File: src/sv/gfpe_pkg.sv
// shared constants, types and helpers of the gf(2^8) erasure parity encoder
// no dependencies; imported by every module of the block
`default_nettype none

package gfpe_pkg;

    localparam int SRC_BYTES          = 5;
    localparam int ROW_COUNT          = 6;
    localparam int SRC_W              = 8 * SRC_BYTES;
    localparam int CODED_W            = 8 * ROW_COUNT;
    localparam int CFG_W              = 40;
    localparam int CFG_IDX_W          = 3;
    localparam int BITS_PER_STAGE     = 2;
    localparam int STAGES             = 8 / BITS_PER_STAGE;
    localparam int SOURCE_SYMBOLS_DEF = 5;
    localparam int CODED_PACKETS_DEF  = 6;

    localparam logic [7:0] POLY_RESET = 8'h1D;

    typedef enum logic [CFG_IDX_W-1:0] {
        REG_COEFF_ROW_0    = 3'd0,
        REG_COEFF_ROW_1    = 3'd1,
        REG_COEFF_ROW_2    = 3'd2,
        REG_COEFF_ROW_3    = 3'd3,
        REG_COEFF_ROW_4    = 3'd4,
        REG_COEFF_ROW_5    = 3'd5,
        REG_REDUCTION_POLY = 3'd6
    } cfg_reg_t;

    typedef struct packed {
        logic [ROW_COUNT-1:0][SRC_BYTES-1:0][7:0] coeff;
        logic [7:0]                               poly;
    } gfpe_cfg_t;

    // multiply by x modulo x^8 + poly
    function automatic logic [7:0] gf_xtime(input logic [7:0] x, input logic [7:0] poly);
        logic [7:0] sh;
        sh = {x[6:0], 1'b0};
        return x[7] ? (sh ^ poly) : sh;
    endfunction

endpackage

`default_nettype wire

File: src/sv/gfpe_cfg_regs.sv
// configuration registers: six coefficient rows and the reduction polynomial
// depends on gfpe_pkg
`default_nettype none

module gfpe_cfg_regs
    import gfpe_pkg::*;
(
    input  wire logic                 clk,
    input  wire logic                 rst_n,
    input  wire logic                 cfg_we,
    input  wire logic [CFG_IDX_W-1:0] cfg_index,
    input  wire logic [CFG_W-1:0]     cfg_data,
    output gfpe_cfg_t                 cfg
);

    gfpe_cfg_t cfg_reg;
    gfpe_cfg_t cfg_next;

    always_comb
    begin
        cfg_next = cfg_reg;
        if (cfg_we)
        begin
            case (cfg_reg_t'(cfg_index))
                REG_COEFF_ROW_0:    cfg_next.coeff[0] = cfg_data;
                REG_COEFF_ROW_1:    cfg_next.coeff[1] = cfg_data;
                REG_COEFF_ROW_2:    cfg_next.coeff[2] = cfg_data;
                REG_COEFF_ROW_3:    cfg_next.coeff[3] = cfg_data;
                REG_COEFF_ROW_4:    cfg_next.coeff[4] = cfg_data;
                REG_COEFF_ROW_5:    cfg_next.coeff[5] = cfg_data;
                REG_REDUCTION_POLY: cfg_next.poly     = cfg_data[7:0];
                default:            cfg_next = cfg_reg;
            endcase
        end
    end

    always_ff @(posedge clk or negedge rst_n)
    begin
        if (!rst_n)
        begin
            cfg_reg.coeff <= '0;
            cfg_reg.poly  <= POLY_RESET;
        end
        else
        begin
            cfg_reg <= cfg_next;
        end
    end

    assign cfg = cfg_reg;

endmodule

`default_nettype wire

File: src/sv/gfpe_stage.sv
// one pipeline stage of the shift-and-xor gf(2^8) multiply-accumulate
// handles BITS_PER_STAGE source bits for every packet/source pair; depends on gfpe_pkg
`default_nettype none

module gfpe_stage
    import gfpe_pkg::*;
#(
    parameter int NS        = SOURCE_SYMBOLS_DEF,
    parameter int CP        = CODED_PACKETS_DEF,
    parameter int FIRST_BIT = 0
)
(
    input  wire logic                         clk,
    input  wire logic                         rst_n,
    input  wire logic [7:0]                   poly,
    input  wire logic                         in_valid,
    output logic                              in_ready,
    input  wire logic [CP-1:0][NS-1:0][7:0]   in_x,
    input  wire logic [CP-1:0][7:0]           in_acc,
    input  wire logic [NS-1:0][7:0]           in_src,
    input  wire logic                         in_last,
    output logic                              out_valid,
    input  wire logic                         out_ready,
    output logic [CP-1:0][NS-1:0][7:0]        out_x,
    output logic [CP-1:0][7:0]                out_acc,
    output logic [NS-1:0][7:0]                out_src,
    output logic                              out_last
);

    logic                       valid_reg;
    logic [CP-1:0][NS-1:0][7:0] x_reg;
    logic [CP-1:0][NS-1:0][7:0] x_next;
    logic [CP-1:0][7:0]         acc_reg;
    logic [CP-1:0][7:0]         acc_next;
    logic [NS-1:0][7:0]         src_reg;
    logic                       last_reg;
    logic                       load;

    // stage moves when empty or when the next stage takes its transaction
    assign in_ready = !valid_reg || out_ready;
    assign load     = in_valid && in_ready;

    always_comb
    begin
        x_next   = in_x;
        acc_next = in_acc;
        for (int b = 0; b < BITS_PER_STAGE; b++)
        begin
            for (int i = 0; i < CP; i++)
            begin
                for (int j = 0; j < NS; j++)
                begin
                    if (in_src[j][FIRST_BIT + b])
                    begin
                        acc_next[i] = acc_next[i] ^ x_next[i][j];
                    end
                    x_next[i][j] = gf_xtime(x_next[i][j], poly);
                end
            end
        end
    end

    always_ff @(posedge clk or negedge rst_n)
    begin
        if (!rst_n)
        begin
            valid_reg <= 1'b0;
        end
        else if (in_ready)
        begin
            valid_reg <= in_valid;
        end
    end

    always_ff @(posedge clk)
    begin
        if (load)
        begin
            x_reg    <= x_next;
            acc_reg  <= acc_next;
            src_reg  <= in_src;
            last_reg <= in_last;
        end
    end

    assign out_valid = valid_reg;
    assign out_x     = x_reg;
    assign out_acc   = acc_reg;
    assign out_src   = src_reg;
    assign out_last  = last_reg;

endmodule

`default_nettype wire

File: src/sv/gf256_erasure_parity_encoder.sv
// gf(2^8) erasure parity encoder, top level
// depends on gfpe_pkg, gfpe_cfg_regs and gfpe_stage
//
// Each input transaction carries one byte column: the byte at one position of
// every source symbol. For each coded packet i the block returns the xor over
// sources j of coeff[i][j] * src[j] in GF(2^8) modulo x^8 + reduction_poly,
// all packets packed into one output transaction, with tlast passed through.
// Throughput is one transaction per clock while the output is not stalled.
// The multiply is split into four register stages of two source bits each
// (shift-and-xor, products folded straight into the per-packet sums). The
// last stage is the output register, and each stage frees itself when empty
// or when its successor takes its transaction, so bubbles close up and a
// stall on the output side loses nothing.
// Configuration (coefficient rows 0..5 at index 0..5, polynomial at index 6)
// is written through cfg_we/cfg_index/cfg_data while no transaction is in
// flight; writes to index 7 are ignored. Coefficient rows reset to zero and
// the polynomial to 0x1D. Source bytes beyond the five in s_tdata read as
// zero, and packet bytes at or above CODED_PACKETS come out zero.
`default_nettype none

module gf256_erasure_parity_encoder
    import gfpe_pkg::*;
#(
    parameter int SOURCE_SYMBOLS = SOURCE_SYMBOLS_DEF,
    parameter int CODED_PACKETS  = CODED_PACKETS_DEF
)
(
    input  wire logic                 clk,
    input  wire logic                 rst_n,
    // configuration write port
    input  wire logic                 cfg_we,
    input  wire logic [CFG_IDX_W-1:0] cfg_index,
    input  wire logic [CFG_W-1:0]     cfg_data,
    // input stream
    input  wire logic                 s_tvalid,
    output logic                      s_tready,
    input  wire logic [SRC_W-1:0]     s_tdata,    // source_bytes[39:0]
    input  wire logic                 s_tlast,    // last_byte
    // output stream
    output logic                      m_tvalid,
    input  wire logic                 m_tready,
    output logic [CODED_W-1:0]        m_tdata,    // coded_bytes[47:0]
    output logic                      m_tlast     // last_out
);

    // sources past the input word contribute nothing, so they get no lanes
    localparam int NS = (SOURCE_SYMBOLS < SRC_BYTES) ? SOURCE_SYMBOLS : SRC_BYTES;
    localparam int CP = CODED_PACKETS;

    gfpe_cfg_t cfg;

    logic [STAGES:0]            stg_valid;
    logic [STAGES:0]            stg_ready;
    logic [CP-1:0][NS-1:0][7:0] stg_x    [0:STAGES-1];
    logic [NS-1:0][7:0]         stg_src  [0:STAGES-1];
    logic [CP-1:0][7:0]         stg_acc  [0:STAGES];
    logic                       stg_last [0:STAGES];

    gfpe_cfg_regs u_cfg_regs (
        .clk       (clk),
        .rst_n     (rst_n),
        .cfg_we    (cfg_we),
        .cfg_index (cfg_index),
        .cfg_data  (cfg_data),
        .cfg       (cfg)
    );

    // stage 0 input: multiplicands start as the coefficients, sums start at zero
    always_comb
    begin
        for (int i = 0; i < CP; i++)
        begin
            for (int j = 0; j < NS; j++)
            begin
                stg_x[0][i][j] = cfg.coeff[i][j];
            end
            stg_acc[0][i] = 8'h00;
        end
        for (int j = 0; j < NS; j++)
        begin
            stg_src[0][j] = s_tdata[8*j +: 8];
        end
    end

    assign stg_last[0]       = s_tlast;
    assign stg_valid[0]      = s_tvalid;
    assign s_tready          = stg_ready[0];
    assign stg_ready[STAGES] = m_tready;

    for (genvar k = 0; k < STAGES; k++)
    begin : g_stage
        if (k < STAGES - 1)
        begin : g_mid
            gfpe_stage #(
                .NS        (NS),
                .CP        (CP),
                .FIRST_BIT (k * BITS_PER_STAGE)
            ) u_stage (
                .clk       (clk),
                .rst_n     (rst_n),
                .poly      (cfg.poly),
                .in_valid  (stg_valid[k]),
                .in_ready  (stg_ready[k]),
                .in_x      (stg_x[k]),
                .in_acc    (stg_acc[k]),
                .in_src    (stg_src[k]),
                .in_last   (stg_last[k]),
                .out_valid (stg_valid[k+1]),
                .out_ready (stg_ready[k+1]),
                .out_x     (stg_x[k+1]),
                .out_acc   (stg_acc[k+1]),
                .out_src   (stg_src[k+1]),
                .out_last  (stg_last[k+1])
            );
        end
        else
        begin : g_last
            // final stage doubles as the output register
            gfpe_stage #(
                .NS        (NS),
                .CP        (CP),
                .FIRST_BIT (k * BITS_PER_STAGE)
            ) u_stage (
                .clk       (clk),
                .rst_n     (rst_n),
                .poly      (cfg.poly),
                .in_valid  (stg_valid[k]),
                .in_ready  (stg_ready[k]),
                .in_x      (stg_x[k]),
                .in_acc    (stg_acc[k]),
                .in_src    (stg_src[k]),
                .in_last   (stg_last[k]),
                .out_valid (stg_valid[k+1]),
                .out_ready (stg_ready[k+1]),
                .out_x     (),
                .out_acc   (stg_acc[k+1]),
                .out_src   (),
                .out_last  (stg_last[k+1])
            );
        end
    end

    // pack the coded bytes; unused packet slots stay zero
    always_comb
    begin
        m_tdata = '0;
        for (int i = 0; i < CP; i++)
        begin
            m_tdata[8*i +: 8] = stg_acc[STAGES][i];
        end
    end

    assign m_tvalid = stg_valid[STAGES];
    assign m_tlast  = stg_last[STAGES];

endmodule

`default_nettype wire

File: config.mk
export PLATFORM = sky130hd
export DESIGN_NAME = gf256_erasure_parity_encoder
export DESIGN_NICKNAME = d
export VERILOG_FILES = /design/src/sv/gfpe_pkg.sv /design/src/sv/gfpe_cfg_regs.sv /design/src/sv/gfpe_stage.sv /design/src/sv/gf256_erasure_parity_encoder.sv
export SDC_FILE = /design/constraint.sdc
export NUM_CORES = 2
export LEC_CHECK = 0
export BUFFER_PORTS_ARGS = -buffer_cell sky130_fd_sc_hd__buf_2
export CORE_UTILIZATION = 25
export DETAILED_ROUTE_END_ITERATION = 6
export PLACE_DENSITY = 0.43
export SLEW_MARGIN = 20
export SYNTH_ARGS = -nofsm -noshare
export SYNTH_HDL_FRONTEND = slang
export SYNTH_HIERARCHICAL = 1
export SYNTH_SLANG_ARGS = --single-unit
File: constraint.sdc
create_clock -name clk -period 22.7 [get_ports clk]
set_clock_uncertainty 0.05 [all_clocks]
set_input_delay 2.27 -clock clk [delete_from_list [all_inputs] [get_ports clk]]
set_output_delay 2.27 -clock clk [all_outputs]
set_load 0.02 [all_outputs]
* Word level (Yosys, flattened, before mapping)
Cells that the tools add are included.
Word-level totals: input port bits 89, output and inout bits 51, word-level logic and storage cells 1178, register bits 1288
Operators by class: mux-type cells 450, reductions and logical operators 20, bitwise operators 444, eq/ne operators 6
Operators by type and width (count):
- $mux 8 | 450
- $xor 8x8->8 | 444
- $reduce_and 2->1 | 7
- $eq 3x3->1 const B | 3
- $eq 3x2->1 const B | 2
- $logic_and 1x1->1 | 4
- $logic_not 1->1 | 4
- $logic_or 1x1->1 | 4
- $eq 3x1->1 const B | 1
- $logic_not 3->1 | 1

* Depth between registers and ports, before layout
depth in word-level cells 20, depth in mapped cells 9, gate-level depth less buffers 5

* Cells and area by module
Netlist, hierarchy kept.
Modules (own cells, without submodules):
- gfpe_stage | times used 4, seq. area each 9904.5 um^2, area each 29015.3 um^2, cells an instance 3229
- gfpe_cfg_regs | times used 1, seq. area each 6211.0 um^2, area each 9271.4 um^2, cells an instance 527
- gf256_erasure_parity_encoder | times used 1, seq. area each 0.0 um^2, area each 3.8 um^2, cells an instance 1

* Worst setup path after synthesis
Ideal clock, no wire load.
path type in2reg, start point input port m_tready, end point register g_stage[0].g_mid.u_stage.acc_reg (netlist bit g_stage[0].g_mid.u_stage/out_acc[0]) (enable), library setup time 0.732 ns, setup slack 11.534 ns, data required time 21.918 ns, arrival time 10.384 ns, cell stages on the path 5, path buffers 0, path through nand2b_1 -> nand2b_1 -> nand2b_1 -> nand2b_1 -> and2_1
Between the ends: word-level cells in the longest chain between the ends 5
Ends and longest elaborated chain:
- start: declaration | RTL line gf256_erasure_parity_encoder.sv:41 | input wire logic m_tready,
- $logic_or 1x1->1 (2 in series) | RTL line gfpe_stage.sv:40 | assign in_ready = !valid_reg || out_ready;
- via stg_ready[2] | RTL line gf256_erasure_parity_encoder.sv:53 | logic [STAGES:0] stg_ready;
- $logic_or 1x1->1 | RTL line gfpe_stage.sv:40
- via stg_ready[1] | RTL line gf256_erasure_parity_encoder.sv:53
- $logic_or 1x1->1 | RTL line gfpe_stage.sv:40
- via s_tready | RTL line gf256_erasure_parity_encoder.sv:36 | output logic s_tready,
- $logic_and 1x1->1 | RTL line gfpe_stage.sv:41 | assign load = in_valid && in_ready;
- via g_stage[0].g_mid.u_stage.load | RTL line gfpe_stage.sv:37 | logic load;
- end signal: assignment | RTL line gfpe_stage.sv:80 | acc_reg <= acc_next;
- end: declaration | RTL line gfpe_stage.sv:33 | logic [CP-1:0][7:0] acc_reg;
The timed path passes the listed nets, and every way through them passes these cells. A chain may end at the register's enable or synchronous reset.

* Worst setup path in the final report
start point input port m_tready, end point register g_stage[1].g_mid.u_stage.src_reg (netlist bit g_stage[1].g_mid.u_stage/out_src[36]) (enable)
Between the ends: word-level cells in the longest chain between the ends 4
Ends and longest elaborated chain:
- $logic_or 1x1->1 | RTL line gfpe_stage.sv:40
- via stg_ready[3] | RTL line gf256_erasure_parity_encoder.sv:53
- $logic_or 1x1->1 | RTL line gfpe_stage.sv:40
- via stg_ready[2] | RTL line gf256_erasure_parity_encoder.sv:53
- $logic_or 1x1->1 | RTL line gfpe_stage.sv:40
- via stg_ready[1] | RTL line gf256_erasure_parity_encoder.sv:53
- $logic_and 1x1->1 | RTL line gfpe_stage.sv:41
- via g_stage[1].g_mid.u_stage.load | RTL line gfpe_stage.sv:37
- end signal: assignment | RTL line gfpe_stage.sv:81 | src_reg <= in_src;
- end: declaration | RTL line gfpe_stage.sv:35 | logic [NS-1:0][7:0] src_reg;
The timed path passes the listed nets, and every way through them passes these cells.

==> summary by stage <==
Clock network
The count of hold buffers inserted by post-cts repair is 0. The clock transition at the registers of the reported paths is 0.06 ns. The number of buffers on the longest clock path is 4. The quantity of gates resized following cts is 0. Buffers added to address setup during post-CTS repair amount to 0.

Clock latency on the worst-skew pair, taken at its later pin, is 0.86 ns. The total number of clock tree sinks is 1228. The H-tree level count is 4.

Clock tree synthesis selected as its root buffer the cell sky130_fd_sc_hd__clkbuf_16. The CTS buffer count is 158. TritonCTS built the clock tree.

Die
In this run the horizontal extent of the chip is 655.9 µm. The I/O pin count is 140. The region available for standard cell placement spans 0.4246 mm².

The die covers 0.4303 mm². The floorplan step set the die height to 655.9 µm. Row generation in the floorplan step produced 239 rows. Once the floorplan was initialized, standard cells occupied 25.18% of the core.

Logic synthesis
Summing every instance area after synthesis gives 0.1069 mm². The number of instances in the synthesized netlist is 11842. In this run the mean area of a mapped cell was 9.028 µm².

The count of yosys warnings during synthesis is 6.

Layout
The flip-flop count of the largest register, all copies and words added is 720. Of the cells placed in the final design, the portion with a size suffix greater than 1 is 9.194%. The final cell count without fillers is 16904.

The final core utilization is 27.36%. The net count of the finished layout is 11199. The post-synthesis to final-layout area growth is 8.682%.

Pwr
The power density normalized to cell area is 147.3 mW/mm². In this run the static leakage power is 0.04258 µW. Total power for the finished layout comes to 17120 µW. IR analysis of the VDD net gives a maximum drop of 74.13 µV.

GRT
Global routing consumed, on the met2 layer, 27.99% of the routing resources. After global routing, the most crowded layer is met1. The first global-routing pass estimated 607400 µm of wire.

Summed over all layers, the global routing overflow is 0. The routing usage on met3 is 2.332%. The pin count of the biggest net entering global routing is 141. The met1 usage is 28.90%. The via count of the first global-routing pass came to 77333. Global routing used 19.07% of the available tracks across all layers. The number of antenna violations at the first check in global routing is 53.

Setup path
In this run the critical register-to-register path is captured at g_stage[2].g_mid.u_stage/out_acc[3]. The category of the worst setup path launch point is an input port. By startpoint and endpoint, the worst setup path is classified as input port to register. The startpoint identified for the worst register-to-register timing path is u_cfg_regs/cfg[3].

The arrival time at the worst endpoint is 6.80 ns. The largest fanout on the critical path is 80. The setup slack of the worst register-to-register path is 17.20 ns. The most critical setup path has its endpoint at g_stage[1].g_mid.u_stage/out_src[36]. The number of cells on the worst reg-to-reg path is 9.

The type of element capturing the critical path is a register. For the worst setup path, the data required time is 23.12 ns. The startpoint of the most critical setup path is m_tready.

Job
Across the run, the number of max-cap violations was 0.

Timing
Subtracting the final worst setup slack from the clock period gives 6.373 ns. The final number of setup-violating endpoints is 0. The setup slack of the critical path after layout is 16.33 ns.

The final-report hold violation count is 0. For the pin with the worst max-slew slack, the measured transition is 1.170 ns. The final cycle utilization of the critical path is 28.07%.

Setup repair after global routing left no endpoint under its margin. Static timing analysis puts the maximum clock frequency at 156.9 MHz. Headroom to the max-slew limit came out at 21.82%. The number of slew-limit violations in the final report is 0. Summed over all failing endpoints, the final setup total negative slack is 0 ns.

Routing
The post-detailed-routing wire length is 429800 µm. The mean routed wirelength per cell is 25.42 µm. The routed via count is 86277. The detail-routed via count per cell is 5.104.

The antenna violation net count after detailed routing is 0. For this run, design rule violations remaining after detail routing come to 0. The first detailed-routing pass ran for 6 iterations. For this block, the initial DRC count from the detailed router was 8630.

Placement
Detailed placement ended at an HPWL of 293800 µm. The congestion estimate from routability-driven global placement came to 0.8427. The count of port buffers added during placement is 139.

After detailed placement, the design holds a cell count of 16613. The worst setup timing slack at the placement stage is 15.28 ns.

Run status
The flow ran to the end, and the final reports show no timing, DRC or antenna violations.

Worst hold path
In this run the worst hold path is classified as register to register.
==> critical path, cell delays in order <==
cell and delay, ns:
sky130_fd_sc_hd__buf_2 0.09, sky130_fd_sc_hd__nand2b_1 0.13, sky130_fd_sc_hd__nand2b_1 0.16, sky130_fd_sc_hd__nand2b_1 0.16, sky130_fd_sc_hd__and2_4 0.63, sky130_fd_sc_hd__buf_4 0.74, sky130_fd_sc_hd__buf_4 0.77, sky130_fd_sc_hd__buf_4 0.76
sky130_fd_sc_hd__buf_4 0.89
==> layout by cell type (no fill, tap or decap), types with 112 or more instances in the layout <==
cell                        count
sky130_fd_sc_hd__a21boi_0     712
sky130_fd_sc_hd__a21oi_1      117
sky130_fd_sc_hd__a31oi_1      443
sky130_fd_sc_hd__a32o_1       477
sky130_fd_sc_hd__and3b_1      716
sky130_fd_sc_hd__buf_2        134
sky130_fd_sc_hd__buf_4        180
sky130_fd_sc_hd__clkbuf_16    161
sky130_fd_sc_hd__dfrtp_1      243
sky130_fd_sc_hd__edfxtp_1     976
sky130_fd_sc_hd__mux2_2       279
sky130_fd_sc_hd__nand2_1     2264
sky130_fd_sc_hd__o21ai_0      736
sky130_fd_sc_hd__o21ai_1      112
sky130_fd_sc_hd__xnor2_1     1940
sky130_fd_sc_hd__xor2_1       460
==> layer usage <==
layer  vias to the layer above  routed length, µm  share of wire, %
li1                      40097                  -                 -
met1                     42823             212400                49
met4                        58              12890               3.0
met2                      2796             179600                42
met3                       503              24530               5.7
met5                         -                354             0.082
==> area by class of cell <==
cell class	count	area (µm²)
fillers	45392	308400
multi-input cells	9296	65670
flip-flops and latches	1228	35650
well taps	5663	7086
clock buffers	187	4177
repair buffers	327	2285
clock inverters	88	909.6
inverters	99	371.6
diodes	16	40.04
==> per-stage QoR <==
stage | cell area (µm²) | hold WS (ns)
detailed placement | 111100 | 0.3545
global placement | 111000 | 0.3549
floorplan | 107100 | 0.3503
finish | 116200 | 0.3569
CTS | 116200 | 0.3594
global route | 116200 | 0.3739
==> where the power goes <==
group | switching (µW) | leakage [µW] | internal (µW)
registers | 1500 | 0.0126 | 3820
clock network | 1050 | 0.00247 | 1490
logic | 5280 | 0.0276 | 3980
total | 7830 | 0.0426 | 9280
==> worst min path at each step <==
stage,startpoint,endpoint,cells after the start
3_5_place_dp,g_stage[0].g_mid.u_stage/out_src[21],g_stage[1].g_mid.u_stage/out_src[21],0
6_report,g_stage[0].g_mid.u_stage/out_src[39],g_stage[1].g_mid.u_stage/out_src[39],0
3_3_place_gp,g_stage[0].g_mid.u_stage/out_last,g_stage[1].g_mid.u_stage/out_last,0
4_1_cts,g_stage[0].g_mid.u_stage/out_src[39],g_stage[1].g_mid.u_stage/out_src[39],0
2_1_floorplan,g_stage[0].g_mid.u_stage/out_last,g_stage[1].g_mid.u_stage/out_last,0
5_1_grt,g_stage[2].g_mid.u_stage/out_last,g_stage[3].g_last.u_stage/out_last,0
(Power assumes the default switching activity.)
